### src/cal_pkg.sv
// ---------------------------------------------------------------------------
// cal_pkg
// Shared types and constants of the connection admission limiter: request
// and response payloads, verdict codes, register indexes and the
// controller-to-datapath command and status groups.
// ---------------------------------------------------------------------------
package cal_pkg;

   localparam int CAL_CLIENT_SLOTS  = 64;
   localparam int CAL_STAMP_ENTRIES = 16;

   localparam int CSR_IDX_W  = 2;
   localparam int CSR_DATA_W = 16;

   localparam logic [CSR_IDX_W-1:0] CSR_TOTAL_LIMIT      = 2'd0;
   localparam logic [CSR_IDX_W-1:0] CSR_PER_SOURCE_LIMIT = 2'd1;
   localparam logic [CSR_IDX_W-1:0] CSR_THROTTLE_SECONDS = 2'd2;

   localparam logic [6:0]  TOTAL_LIMIT_RESET      = 7'd64;
   localparam logic [6:0]  PER_SOURCE_LIMIT_RESET = 7'd4;
   localparam logic [15:0] THROTTLE_RESET         = 16'd15;
   localparam logic [15:0] DEFAULT_THROTTLE       = 16'd15;

   localparam logic OP_CONNECT = 1'b0;
   localparam logic OP_CLOSE   = 1'b1;

   typedef enum logic [2:0] {
      VERDICT_ACCEPT    = 3'd0,
      VERDICT_TOTAL     = 3'd1,
      VERDICT_PERSRC    = 3'd2,
      VERDICT_THROTTLED = 3'd3,
      VERDICT_CLOSED    = 3'd4,
      VERDICT_EMPTY     = 3'd5
   } verdict_type;

   typedef struct packed {
      logic        opcode;
      logic [31:0] source_addr;
      logic [31:0] now_seconds;
      logic [5:0]  slot_index;
   } req_type;

   typedef struct packed {
      verdict_type verdict;
      logic [5:0]  granted_slot;
   } rsp_type;

   typedef struct packed {
      logic load;
      logic slot_step;
      logic stamp_step;
      logic refuse_emit;
      logic connect_emit;
      logic close_emit;
   } cmd_type;

   typedef struct packed {
      logic slot_done;
      logic stamp_done;
      logic refused;
      logic rsp_blocked;
   } sts_type;

endpackage

### src/cal_datapath.sv
// ---------------------------------------------------------------------------
// cal_datapath
// Configuration registers, slot table, throttle stamp table, scan
// accumulators and the response register of the admission limiter.
// ---------------------------------------------------------------------------
module cal_datapath
   import cal_pkg::*;
#(
   parameter int CLIENT_SLOTS  = CAL_CLIENT_SLOTS,
   parameter int STAMP_ENTRIES = CAL_STAMP_ENTRIES
) (
   input  logic                  clock,
   input  logic                  reset,
   input  cmd_type               cmd,
   output sts_type               sts,
   input  logic                  csr_valid,
   input  logic [CSR_IDX_W-1:0]  csr_index,
   input  logic [CSR_DATA_W-1:0] csr_wdata,
   input  req_type               req_data,
   output logic                  rsp_valid,
   input  logic                  rsp_stall,
   output rsp_type               rsp_data
);

   localparam int SLOT_IW  = $clog2(CLIENT_SLOTS);
   localparam int SCNT_W   = $clog2(CLIENT_SLOTS + 1);
   localparam int SAME_W   = $clog2(CLIENT_SLOTS + 2);
   localparam int STAMP_IW = $clog2(STAMP_ENTRIES);
   localparam int TCNT_W   = $clog2(STAMP_ENTRIES + 1);

   logic [6:0]  total_limit_ff;
   logic [6:0]  per_source_limit_ff;
   logic [15:0] throttle_ff;

   req_type req_ff;

   logic [CLIENT_SLOTS-1:0] slot_valid_ff;
   logic [SCNT_W-1:0]       open_count_ff;
   logic [31:0]             slot_source_mem [CLIENT_SLOTS];
   logic [31:0]             slot_rd_ff;
   logic [SCNT_W-1:0]       slot_scan_ff;
   logic                    slot_pipe_ff;
   logic [SLOT_IW-1:0]      slot_pipe_idx_ff;
   logic                    slot_pipe_v_ff;
   logic [SAME_W-1:0]       same_ff;
   logic                    free_found_ff;
   logic [SLOT_IW-1:0]      free_idx_ff;

   logic [STAMP_ENTRIES-1:0] stamp_valid_ff;
   logic [31:0]              stamp_source_mem [STAMP_ENTRIES];
   logic [31:0]              stamp_time_mem [STAMP_ENTRIES];
   logic [31:0]              stamp_src_rd_ff;
   logic [31:0]              stamp_time_rd_ff;
   logic [TCNT_W-1:0]        stamp_scan_ff;
   logic                     stamp_pipe_ff;
   logic [STAMP_IW-1:0]      stamp_pipe_idx_ff;
   logic                     stamp_pipe_v_ff;
   logic                     match_found_ff;
   logic [STAMP_IW-1:0]      match_idx_ff;
   logic                     match_thr_ff;
   logic                     inv_found_ff;
   logic [STAMP_IW-1:0]      inv_idx_ff;
   logic                     stale_found_ff;
   logic [STAMP_IW-1:0]      stale_idx_ff;
   logic                     old_found_ff;
   logic [STAMP_IW-1:0]      old_idx_ff;
   logic [31:0]              old_age_ff;

   logic    rsp_valid_ff;
   rsp_type rsp_ff;

   logic [15:0]         ival;
   logic [31:0]         ival32;
   logic                slot_issue;
   logic [SLOT_IW-1:0]  slot_addr;
   logic                slot_hit;
   logic                stamp_issue;
   logic [STAMP_IW-1:0] stamp_addr;
   logic [31:0]         stamp_age;
   logic                stamp_stale;
   logic                stamp_hit;
   logic                total_full;
   logic                persrc_full;
   logic                throttled;
   logic [STAMP_IW-1:0] stamp_pick;
   logic [SLOT_IW-1:0]  close_addr;
   logic                close_ok;
   logic                accept;

   assign ival        = (throttle_ff == 16'd0) ? DEFAULT_THROTTLE : throttle_ff;
   assign ival32      = {16'd0, ival};
   assign slot_issue  = cmd.slot_step && (slot_scan_ff != SCNT_W'(CLIENT_SLOTS));
   assign slot_addr   = slot_scan_ff[SLOT_IW-1:0];
   assign slot_hit    = slot_pipe_v_ff && (slot_rd_ff == req_ff.source_addr);
   assign stamp_issue = cmd.stamp_step && (stamp_scan_ff != TCNT_W'(STAMP_ENTRIES));
   assign stamp_addr  = stamp_scan_ff[STAMP_IW-1:0];
   assign stamp_age   = req_ff.now_seconds - stamp_time_rd_ff;
   assign stamp_stale = stamp_age >= ival32;
   assign stamp_hit   = stamp_pipe_v_ff && (stamp_src_rd_ff == req_ff.source_addr);

   assign total_full  = (32'(open_count_ff) >= 32'(total_limit_ff)) || !free_found_ff;
   assign persrc_full = 32'(same_ff) > 32'(per_source_limit_ff);
   assign throttled   = match_found_ff && match_thr_ff;
   assign accept      = cmd.connect_emit && !throttled;

   always_comb begin
      if (match_found_ff) begin
         stamp_pick = match_idx_ff;
      end else if (inv_found_ff) begin
         stamp_pick = inv_idx_ff;
      end else if (stale_found_ff) begin
         stamp_pick = stale_idx_ff;
      end else begin
         stamp_pick = old_idx_ff;
      end
   end

   assign close_addr = SLOT_IW'(req_ff.slot_index);
   assign close_ok   = (32'(req_ff.slot_index) < 32'(CLIENT_SLOTS)) && slot_valid_ff[close_addr];

   // control state
   always_ff @(posedge clock) begin
      if (reset) begin
         total_limit_ff      <= TOTAL_LIMIT_RESET;
         per_source_limit_ff <= PER_SOURCE_LIMIT_RESET;
         throttle_ff         <= THROTTLE_RESET;
         slot_valid_ff       <= '0;
         open_count_ff       <= '0;
         stamp_valid_ff      <= '0;
         slot_scan_ff        <= '0;
         slot_pipe_ff        <= 1'b0;
         stamp_scan_ff       <= '0;
         stamp_pipe_ff       <= 1'b0;
         rsp_valid_ff        <= 1'b0;
      end else begin
         if (csr_valid) begin
            case (csr_index)
               CSR_TOTAL_LIMIT:      total_limit_ff      <= csr_wdata[6:0];
               CSR_PER_SOURCE_LIMIT: per_source_limit_ff <= csr_wdata[6:0];
               CSR_THROTTLE_SECONDS: throttle_ff         <= csr_wdata;
               default: ;
            endcase
         end
         if (cmd.load) begin
            slot_scan_ff  <= '0;
            slot_pipe_ff  <= 1'b0;
            stamp_scan_ff <= '0;
            stamp_pipe_ff <= 1'b0;
         end
         if (cmd.slot_step) begin
            slot_pipe_ff <= slot_issue;
            if (slot_issue) begin
               slot_scan_ff <= slot_scan_ff + 1'b1;
            end
         end
         if (cmd.stamp_step) begin
            stamp_pipe_ff <= stamp_issue;
            if (stamp_issue) begin
               stamp_scan_ff <= stamp_scan_ff + 1'b1;
            end
         end
         if (accept) begin
            slot_valid_ff[free_idx_ff] <= 1'b1;
            open_count_ff              <= open_count_ff + 1'b1;
            stamp_valid_ff[stamp_pick] <= 1'b1;
         end
         if (cmd.close_emit && close_ok) begin
            slot_valid_ff[close_addr] <= 1'b0;
            if (open_count_ff != '0) begin
               open_count_ff <= open_count_ff - 1'b1;
            end
         end
         if (cmd.refuse_emit || cmd.connect_emit || cmd.close_emit) begin
            rsp_valid_ff <= 1'b1;
         end else if (!rsp_stall) begin
            rsp_valid_ff <= 1'b0;
         end
      end
   end

   // scan accumulators and payload
   always_ff @(posedge clock) begin
      if (cmd.load) begin
         req_ff         <= req_data;
         same_ff        <= SAME_W'(1);
         free_found_ff  <= 1'b0;
         match_found_ff <= 1'b0;
         inv_found_ff   <= 1'b0;
         stale_found_ff <= 1'b0;
         old_found_ff   <= 1'b0;
      end
      if (slot_issue) begin
         slot_pipe_idx_ff <= slot_addr;
         slot_pipe_v_ff   <= slot_valid_ff[slot_addr];
      end
      if (cmd.slot_step && slot_pipe_ff) begin
         if (slot_pipe_v_ff) begin
            if (slot_hit) begin
               same_ff <= same_ff + 1'b1;
            end
         end else if (!free_found_ff) begin
            free_found_ff <= 1'b1;
            free_idx_ff   <= slot_pipe_idx_ff;
         end
      end
      if (stamp_issue) begin
         stamp_pipe_idx_ff <= stamp_addr;
         stamp_pipe_v_ff   <= stamp_valid_ff[stamp_addr];
      end
      if (cmd.stamp_step && stamp_pipe_ff) begin
         if (stamp_hit && !match_found_ff) begin
            match_found_ff <= 1'b1;
            match_idx_ff   <= stamp_pipe_idx_ff;
            match_thr_ff   <= !stamp_stale;
         end
         if (!stamp_pipe_v_ff && !inv_found_ff) begin
            inv_found_ff <= 1'b1;
            inv_idx_ff   <= stamp_pipe_idx_ff;
         end
         if (stamp_pipe_v_ff && stamp_stale && !stale_found_ff) begin
            stale_found_ff <= 1'b1;
            stale_idx_ff   <= stamp_pipe_idx_ff;
         end
         if (stamp_pipe_v_ff && (!old_found_ff || (stamp_age > old_age_ff))) begin
            old_found_ff <= 1'b1;
            old_idx_ff   <= stamp_pipe_idx_ff;
            old_age_ff   <= stamp_age;
         end
      end
      if (cmd.refuse_emit) begin
         rsp_ff.verdict      <= total_full ? VERDICT_TOTAL : VERDICT_PERSRC;
         rsp_ff.granted_slot <= 6'd0;
      end else if (cmd.connect_emit) begin
         rsp_ff.verdict      <= throttled ? VERDICT_THROTTLED : VERDICT_ACCEPT;
         rsp_ff.granted_slot <= throttled ? 6'd0 : 6'(free_idx_ff);
      end else if (cmd.close_emit) begin
         rsp_ff.verdict      <= close_ok ? VERDICT_CLOSED : VERDICT_EMPTY;
         rsp_ff.granted_slot <= req_ff.slot_index;
      end
   end

   // slot source memory
   always_ff @(posedge clock) begin
      if (accept) begin
         slot_source_mem[free_idx_ff] <= req_ff.source_addr;
      end
      if (slot_issue) begin
         slot_rd_ff <= slot_source_mem[slot_addr];
      end
   end

   // stamp memories
   always_ff @(posedge clock) begin
      if (accept) begin
         stamp_source_mem[stamp_pick] <= req_ff.source_addr;
         stamp_time_mem[stamp_pick]   <= req_ff.now_seconds;
      end
      if (stamp_issue) begin
         stamp_src_rd_ff  <= stamp_source_mem[stamp_addr];
         stamp_time_rd_ff <= stamp_time_mem[stamp_addr];
      end
   end

   assign sts.slot_done   = (slot_scan_ff == SCNT_W'(CLIENT_SLOTS)) && !slot_pipe_ff;
   assign sts.stamp_done  = (stamp_scan_ff == TCNT_W'(STAMP_ENTRIES)) && !stamp_pipe_ff;
   assign sts.refused     = total_full || persrc_full;
   assign sts.rsp_blocked = rsp_valid_ff && rsp_stall;

   assign rsp_valid = rsp_valid_ff;
   assign rsp_data  = rsp_ff;

endmodule

### src/cal_controller.sv
// ---------------------------------------------------------------------------
// cal_controller
// Sequencer of the admission limiter: accepts a request, runs the slot and
// stamp scans and issues the commit and response commands.
// ---------------------------------------------------------------------------
module cal_controller
   import cal_pkg::*;
(
   input  logic    clock,
   input  logic    reset,
   input  logic    req_valid,
   input  logic    req_opcode,
   output logic    req_stall,
   input  sts_type sts,
   output cmd_type cmd
);

   typedef enum logic [2:0] {
      ST_IDLE,
      ST_CLOSE,
      ST_SLOT,
      ST_CHECK,
      ST_STAMP,
      ST_FINISH
   } state_type;

   state_type state_ff;
   state_type state_in;

   always_comb begin
      state_in = state_ff;
      cmd      = '0;
      case (state_ff)
         ST_IDLE: begin
            if (req_valid) begin
               cmd.load = 1'b1;
               state_in = (req_opcode == OP_CLOSE) ? ST_CLOSE : ST_SLOT;
            end
         end
         ST_CLOSE: begin
            if (!sts.rsp_blocked) begin
               cmd.close_emit = 1'b1;
               state_in       = ST_IDLE;
            end
         end
         ST_SLOT: begin
            if (sts.slot_done) begin
               state_in = ST_CHECK;
            end else begin
               cmd.slot_step = 1'b1;
            end
         end
         ST_CHECK: begin
            if (!sts.refused) begin
               state_in = ST_STAMP;
            end else if (!sts.rsp_blocked) begin
               cmd.refuse_emit = 1'b1;
               state_in        = ST_IDLE;
            end
         end
         ST_STAMP: begin
            if (sts.stamp_done) begin
               state_in = ST_FINISH;
            end else begin
               cmd.stamp_step = 1'b1;
            end
         end
         ST_FINISH: begin
            if (!sts.rsp_blocked) begin
               cmd.connect_emit = 1'b1;
               state_in         = ST_IDLE;
            end
         end
         default: begin
            state_in = ST_IDLE;
         end
      endcase
   end

   always_ff @(posedge clock) begin
      if (reset) begin
         state_ff <= ST_IDLE;
      end else begin
         state_ff <= state_in;
      end
   end

   assign req_stall = (state_ff != ST_IDLE);

endmodule

### src/connection_admission_limiter.sv
// ---------------------------------------------------------------------------
// connection_admission_limiter
// Admits or refuses connect requests against a total slot limit, a
// per-source slot limit and a per-source reconnect throttle; releases slots
// on close.
// ---------------------------------------------------------------------------
// A close request passes through ST_CLOSE, which registers its response once
// the response register is not blocked. A connect request scans the slot
// table one entry per cycle through its single read port and then the stamp
// table the same way before ST_FINISH registers its response; a refusal on
// the slot limits skips the stamp scan. One request is worked on at a time;
// the response register lets the next request in while a response waits.
// Configuration registers are written with csr_ready always high and may be
// written only while no request is in flight. No clearing pass after reset.
module connection_admission_limiter
   import cal_pkg::*;
#(
   parameter int CLIENT_SLOTS  = CAL_CLIENT_SLOTS,
   parameter int STAMP_ENTRIES = CAL_STAMP_ENTRIES
) (
   input  logic                  clock,
   input  logic                  reset,
   input  logic                  req_valid,
   output logic                  req_stall,
   input  req_type               req_data,
   output logic                  rsp_valid,
   input  logic                  rsp_stall,
   output rsp_type               rsp_data,
   input  logic                  csr_valid,
   output logic                  csr_ready,
   input  logic [CSR_IDX_W-1:0]  csr_index,
   input  logic [CSR_DATA_W-1:0] csr_wdata
);

   cmd_type cmd;
   sts_type sts;

   assign csr_ready = 1'b1;

   cal_controller u_controller (
      .clock      (clock),
      .reset      (reset),
      .req_valid  (req_valid),
      .req_opcode (req_data.opcode),
      .req_stall  (req_stall),
      .sts        (sts),
      .cmd        (cmd)
   );

   cal_datapath #(
      .CLIENT_SLOTS  (CLIENT_SLOTS),
      .STAMP_ENTRIES (STAMP_ENTRIES)
   ) u_datapath (
      .clock     (clock),
      .reset     (reset),
      .cmd       (cmd),
      .sts       (sts),
      .csr_valid (csr_valid),
      .csr_index (csr_index),
      .csr_wdata (csr_wdata),
      .req_data  (req_data),
      .rsp_valid (rsp_valid),
      .rsp_stall (rsp_stall),
      .rsp_data  (rsp_data)
   );

`ifndef ASSERT_OFF
   a_busy_after_accept: assert property (@(posedge clock) disable iff (reset)
      req_valid && !req_stall |=> req_stall)
      else $error("request accepted but controller not busy");

   a_rsp_from_busy: assert property (@(posedge clock) disable iff (reset)
      $rose(rsp_valid) |-> $past(req_stall))
      else $error("response raised without a request in flight");

   a_refuse_reason: assert property (@(posedge clock) disable iff (reset)
      cmd.refuse_emit |-> sts.refused && !sts.rsp_blocked)
      else $error("refusal issued without a limit hit");

   a_one_cmd: assert property (@(posedge clock) disable iff (reset)
      $onehot0({cmd.load, cmd.slot_step, cmd.stamp_step,
                cmd.refuse_emit, cmd.connect_emit, cmd.close_emit}))
      else $error("more than one command in a cycle");
`endif

endmodule

### config.mk
export PLATFORM = sky130hd
export DESIGN_NAME = connection_admission_limiter
export DESIGN_NICKNAME = d
export VERILOG_FILES = /design/src/cal_pkg.sv /design/src/cal_datapath.sv /design/src/cal_controller.sv /design/src/connection_admission_limiter.sv
export SDC_FILE = /design/constraint.sdc
export NUM_CORES = 2
export LEC_CHECK = 0
export BUFFER_PORTS_ARGS = -buffer_cell sky130_fd_sc_hd__buf_2
export CAP_MARGIN = 40
export CORE_MARGIN = 5
export CORE_UTILIZATION = 54
export DETAILED_ROUTE_END_ITERATION = 7
export GPL_TIMING_DRIVEN = 1
export HOLD_SLACK_MARGIN = 0.08
export PLACE_DENSITY = 0.8
export RECOVER_POWER = 100
export SLEW_MARGIN = 20
export SYNTH_ARGS = -nofsm -noshare
export SYNTH_HDL_FRONTEND = slang
export SYNTH_HIERARCHICAL = 1
export SYNTH_SLANG_ARGS = --single-unit
### constraint.sdc
create_clock -name clock -period 6 [get_ports clock]
set_input_delay 0.9 -clock clock [delete_from_list [all_inputs] [get_ports clock]]
set_output_delay 0.9 -clock clock [all_outputs]
set_load 0.01 [all_outputs]
Word level (Yosys, flattened, before mapping)

Memory sizes are Yosys's and may differ from the RTL's. A register that Yosys moved wholly into a read port is not among the register bits.
Cells that the tools add are included.

Output and inout bits: 12
Memory bits (read-only): 0
Input bits: 94
RAM bits: 3072
Bits in latches: 0
Bits in registers: 293
Memories: 3
Logic and storage cells: 212

Eq/ne operators: 17
Reductions and logical operators: 54
Div/mod/pow operators: 0
Muxes and demuxes: 80
Magnitude comparators: 12
Add/subtract/negate cells: 6
Bitwise logic cells: 6
$mul: 0
Shift-type cells: 0

Memory list:

| memory                      | depth | width | read ports | clocked after Yosys merged registers in | wr ports | line               | source |
|---|---|---|---|---|---|---|---|
| u_datapath.slot_source_mem  | 64    | 32    | 1          | 1                                       | 1        | cal_datapath.sv:39 | `logic [31:0] slot_source_mem [CLIENT_SLOTS];` |
| u_datapath.stamp_source_mem | 16    | 32    | 1          | 1                                       | 1        | cal_datapath.sv:50 | `logic [31:0] stamp_source_mem [STAMP_ENTRIES];` |
| u_datapath.stamp_time_mem   | 16    | 32    | 1          | 1                                       | 1        | cal_datapath.sv:51 | `logic [31:0] stamp_time_mem [STAMP_ENTRIES];` |

Operator list:

| cell                  | count |
|---|---|
| $mux W64              | 3 |
| $mux W7               | 10 |
| $and A64 B64 Y64      | 1 |
| $eq A32 B32 Y1        | 2 |
| $not A64 Y64          | 1 |
| $or A64 B64 Y64       | 1 |
| $mux W1               | 41 |
| $ge A32 B16 Y1        | 1 |
| $gt A32 B32 Y1        | 1 |
| $sub A32 B32 Y32      | 1 |
| $mux W9               | 3 |
| $add A7 B1 Y7 const B | 3 |
| $lt A6 B7 Y1 const B  | 3 |
| $logic_and A1 B1 Y1   | 20 |
| $logic_not A16 Y1     | 1 |
| $mux W16              | 1 |
| $or A16 B16 Y16       | 1 |
| $mux W3               | 5 |
| $mux W5               | 3 |
| $pmux W3 S5           | 1 |
| $reduce_and A2 Y1     | 7 |
| $bmux W1 S6           | 2 |
| $demux W1 S6          | 2 |
| $ge A6 B1 Y1 const B  | 2 |
| other kinds (32)      | 59 |

Depth between registers and ports, before layout

Depth after elaboration: 9
Gate-level depth with buffers: 20
Mapped depth without buffers: 20

Cells and area by module

The synthesis kept the hierarchy.

By module, submodules not included:

| module                       | times used | seq. area each (um^2) | cells an instance | area an instance (um^2) |
|---|---|---|---|---|
| cal_datapath                 | 1          | 102338.2              | 6018              | 134248.8 |
| cal_controller               | 1          | 60.1                  | 36                | 269.0 |
| connection_admission_limiter | 1          | 0.0                   | 2                 | 11.3 |

Worst setup path before layout

No wires, ideal clock.

Path type: input -> register
From: input rsp_stall
To: memory u_datapath.stamp_source_mem[10][0], enable pin
Arrival time: 5.015 ns
Path slack: 0.497 ns
Buffers on the path: 0
Required time: 5.512 ns
Setup time: 0.488 ns
Cell stages on the path: 8
Path through: and2_1 -> nand2b_1 -> nor3_1 -> inv_1 -> a21oi_1 -> and2_1 -> nand2_1 -> nor2_1

RTL lines:

| element         | line                               | source |
|---|---|---|
| start, declared | connection_admission_limiter.sv:27 | `input logic rsp_stall,` |
| end, declared   | cal_datapath.sv:50                 |  |

==> impl_metrics.json <==
{
  "status": "finished with violations",
  "violations": "max-capacitance violations, max-slew violations",
  "synth_nets": 6250,
  "gr-total-overflow": 0,
  "drt_iter0_markers": 11400,
  "p_sw_share_pct": 24.1,
  "grt_max_degree": 161,
  "synth_edf_count": 3308,
  "avgSynthCellArea_um2": 22.2,
  "arrival_ns": 6.50,
  "post-place-cells": 9435,
  "die_area_mm2": 0.259,
  "cts_root_buf": "clkbuf_16",
  "slew_violations": 4275,
  "worstSetupPathType": "flip-flop to flip-flop",
  "fp-row-count": 183,
  "cts_sinks": 3461,
  "switchingPower_mw": 13.5,
  "setup.worst_path.end_class": "flip-flop",
  "routed_wl_um": 371000,
  "maxSlewHeadroom_pct": -155,
  "reg2reg_slack_ns": 0.27,
  "synth-compound-area-share_pct": 1.67,
  "cts_tree": "done",
  "stdcell_count": 10100,
  "hpwl_um": 191000,
  "ctsResizeCount": 0,
  "maxCapViolCount": 122,
  "area_growth_pct": 12.1,
  "crit_family": "simple AND/OR/NAND/NOR gates",
  "core_area_mm2": 0.248,
  "cts_inserted_buffers": 348,
  "cp.depth": 6,
  "synth-adder-area-share_pct": 0.943,
  "htree_levels": 5,
  "grt_pass1_wl_um": 520000,
  "antenna_found_initial": 29,
  "hold_buffers": 16,
  "utilization_pct": 60.8,
  "fin_nets": 6703,
  "yosysWarnings": 6,
  "timing.critical_path.mode_cell": "nor2_1",
  "clkLatencyLatePin_ns": 0.97,
  "cellInternalPower_mw": 42.3,
  "initial_core_util_pct": 54.2,
  "synth_xor_area_share_pct": 0.645,
  "layout_worst_path_cycle_share_pct": 95.6,
  "io_pins": 106,
  "gp_congestion": 0.876,
  "avgRoutedWirePerCell_um": 36.6,
  "cts.path.max_buffers": 4,
  "r2r_start": "u_controller/state_ff[0]$_SDFFE_PP0P_",
  "rsz0062_at_grt": "no",
  "cp_max_fo": 44,
  "r2r-end": "u_datapath/stamp_scan_ff[4]$_SDFF_PP0_",
  "setup_viol": 0,
  "synth_area_mm2": 0.135,
  "max_slew.worst_pin.slew_ns": 3.82,
  "crit_slowest_cell": "clkbuf_1",
  "vias_per_cell": 6.92,
  "die_y_um": 509,
  "power_frac_comb_pct": 11.2,
  "p_clk_share_pct": 37.9,
  "ant_nets": 0,
  "pwr_density_cell_mw_per_mm2": 370,
  "final.min_clock_period_ns": 5.73,
  "worstPathCellList": "or3_1 > nor2_1 > clkbuf_1 > nor2_1 > a21oi_1 > a211oi_1",
  "timing_hold_violations_final": 0,
  "p_total_mw": 55.8,
  "final.setup.tns_ns": 0,
  "drtPass1Iterations": 6,
  "critPathBufInv": 1,
  "cp.required_ns": 6.76,
  "ir_drop_v": 0.000291,
  "async_flop_share_pct": 0,
  "worstRegToRegCells": 6,
  "synth-simple-area-share_pct": 2.12,
  "grt_usage_pct": 28.2,
  "cp_slowest_stage_delay_ns": 2.30,
  "synth-seq-cells": 3461,
  "cts_setup_buffers": 0,
  "grt_pass1_vias": 70700,
  "skew_ns": 0.0569,
  "dr_total_vias": 70000,
  "leakage_nw": 45.8,
  "fmax_mhz": 174,
  "hold_path_class": "input pin to flip-flop",
  "setup.worst_path.end": "u_datapath/stamp_scan_ff[4]$_SDFF_PP0_",
  "clkTransAtPathRegs_ns": 0.06,
  "synth.distinct_cells": 83,
  "synth_top_family_by_area": "multiplexers",
  "synthMuxAreaShare_pct": 17.3,
  "yosysSeqAreaShare_pct": 76.1,
  "die_w_um": 509,
  "drive_gt1_share_pct": 25.2,
  "portBuffers": 104,
  "startpoint": "u_controller/state_ff[0]$_SDFFE_PP0P_",
  "synth-main-ff-cell": "edfxtp_1",
  "crit_path_start_kind": "flip-flop",
  "power_frac_seq_pct": 50.9,
  "drc": 0,
  "netlist_instances": 6056
}
## synth_stat cells (4+ instances only)
cell	number	area [um^2]
and2_1	7	43.8
o21a_1	7	52.6
and3_1	8	50.1
xnor2_1	68	596
nand2_1	104	390
nand2b_1	10	62.6
o31ai_1	8	60.1
ha_1	99	1240
edfxtp_1	3308	99300
nand3b_1	24	180
clkbuf_1	197	739
o211ai_1	11	82.6
a21o_1	30	225
buf_1	80	300
xor2_1	31	272
or3_1	7	43.8
nor4_1	20	125
mux2i_1	23	230
nor2b_1	19	119
a211o_1	4	35.0
nor3_1	41	205
dfxtp_1	153	3060
a21oi_1	101	505
or2_2	5	31.3
o21bai_1	8	60.1
clkinv_1	4	15.0
nor4_2	6	75.1
a31oi_1	5	31.3
a41oi_1	6	52.6
nand4_1	20	125
o21ai_0	43	215
nand3_1	38	190
nor2_1	264	991
inv_1	114	428
buf_2	11	55.1
mux4_2	1023	23000
a211oi_1	76	571
and4_1	4	35.0
## metal layers
layer | global-route usage (%) | vias to the layer above | part of all wire, %
li1 | - | 26400 | -
met1 | 36.2 | 36200 | 33
met2 | 46.5 | 6105 | 50
met3 | 6.31 | 1348 | 12
met4 | 12.6 | 18 | 5.8
met5 | 0 | - | 0.029
## flip-flops by register name (all words and copies together), names as in the netlist, 16 cells and up
signal                       cells
u_datapath/stamp_src_rd_ff      32
u_datapath/stamp_valid_ff       16
u_datapath/stamp_time_mem      512
u_datapath/slot_source_mem    2048
u_datapath/req_ff               64
u_datapath/throttle_ff          16
u_datapath/old_age_ff           32
u_datapath/stamp_source_mem    512
u_datapath/slot_valid_ff        64
u_datapath/slot_rd_ff           32
u_datapath/stamp_time_rd_ff     32
## per-stage QoR
step	hold slack [ns]	area [um^2]	setup slack, ns
final	0.138	151000	0.266
after CTS	0.0811	152000	0.359
after global routing	0.0995	151000	0.0595
after detailed placement	0.408	141000	0.462
after floorplan	0.400	135000	0.497
after global placement	0.402	141000	0.475
## worst reg2reg max path: cells and delay by family (launching register included)
| family | cells | cell delay, ns |
|---|---|---|
| compound gates | 2 | 0.40 |
| buf+inv | 1 | 2.32 |
| flops | 1 | 0.40 |
| simple gates | 3 | 2.44 |
## layout make-up
cell class	count	area (um^2)
fillers	16100	97400
multi-input cells	2185	30600
clock buffers	419	9110
repair buffers	394	2430
flip-flops and latches	3461	102000
clock inverters	188	1650
inverters	119	447
diodes	21	52.6
well taps	3330	4170
## cell usage in the layout (no fill, tap or decap), types with 9 or more instances in the layout
| cell | synthesis | routed |
|---|---|---|
| clkinv_1 | 4 | 86 |
| bufinv_16 | 0 | 28 |
| clkinv_2 | 0 | 51 |
| nand2b_1 | 10 | 10 |
| mux4_2 | 1023 | 1023 |
| a21oi_1 | 101 | 101 |
| buf_12 | 0 | 17 |
| diode_2 | 0 | 21 |
| buf_4 | 2 | 28 |
| nand3b_1 | 24 | 24 |
| a211oi_1 | 76 | 76 |
| xnor2_1 | 68 | 68 |
| inv_1 | 114 | 115 |
| ha_1 | 99 | 99 |
| clkinvlp_4 | 0 | 10 |
| nor4_1 | 20 | 23 |
| nor3_1 | 41 | 39 |
| dfxtp_1 | 153 | 148 |
| edfxtp_1 | 3308 | 3308 |
| buf_16 | 0 | 11 |
| xor2_1 | 31 | 31 |
| o21ai_0 | 43 | 43 |
| clkbuf_4 | 0 | 9 |
| dlygate4sd3_1 | 0 | 16 |
| nor2b_1 | 19 | 19 |
| nand3_1 | 38 | 38 |
| clkbuf_2 | 0 | 39 |
| nand4_1 | 20 | 20 |
| nand2_1 | 104 | 104 |
| nor2_1 | 264 | 257 |
| a21o_1 | 30 | 30 |
| o211ai_1 | 11 | 11 |
| clkbuf_1 | 197 | 259 |
| clkbuf_16 | 0 | 353 |
| buf_2 | 11 | 75 |
| mux2i_1 | 23 | 23 |
## power groups by stage
stage	clock (mW)	combinational [mW]	sequential (mW)
6_report	21.1	6.23	28.4
5_1_grt	22.4	6.59	28.4
4_1_cts	21.3	6.18	28.3
3_5_place_dp	0	5.96	28.8
3_3_place_gp	0	5.73	28.8
2_1_floorplan	0	3.65	29.0
## worst min path at each step
stage	startpoint	end	slack [ns]	depth (start not counted)
after detailed placement	u_datapath/slot_pipe_idx_ff[1]$_DFFE_PP_	u_datapath/free_idx_ff[1]$_DFFE_PP_	0.41	0
final	req_data[69]	u_datapath/req_ff[69]$_DFFE_PP_	0.14	1
after CTS	req_data[3]	u_datapath/close_addr[3]$_DFFE_PP_	0.08	1
after global routing	req_data[3]	u_datapath/close_addr[3]$_DFFE_PP_	0.1	1
after floorplan	u_datapath/slot_pipe_idx_ff[0]$_DFFE_PP_	u_datapath/free_idx_ff[0]$_DFFE_PP_	0.40	0
after global placement	u_datapath/slot_pipe_idx_ff[0]$_DFFE_PP_	u_datapath/free_idx_ff[0]$_DFFE_PP_	0.40	0
## logic make-up (layout without fill, tap and decap cells)
kind of cell / count (synthesis) / count (layout)
buffers and inverters: 410 / 1120
AO/OA/AOI/OAI: 338 / 338
other: 1 / 22
adder cells (fa/ha/maj): 101 / 101
XOR/XNOR: 99 / 99
multiplexers: 1051 / 1051
AND/OR/NAND/NOR: 595 / 595
flip-flops: 3461 / 3461
(Power assumes the default switching activity.)
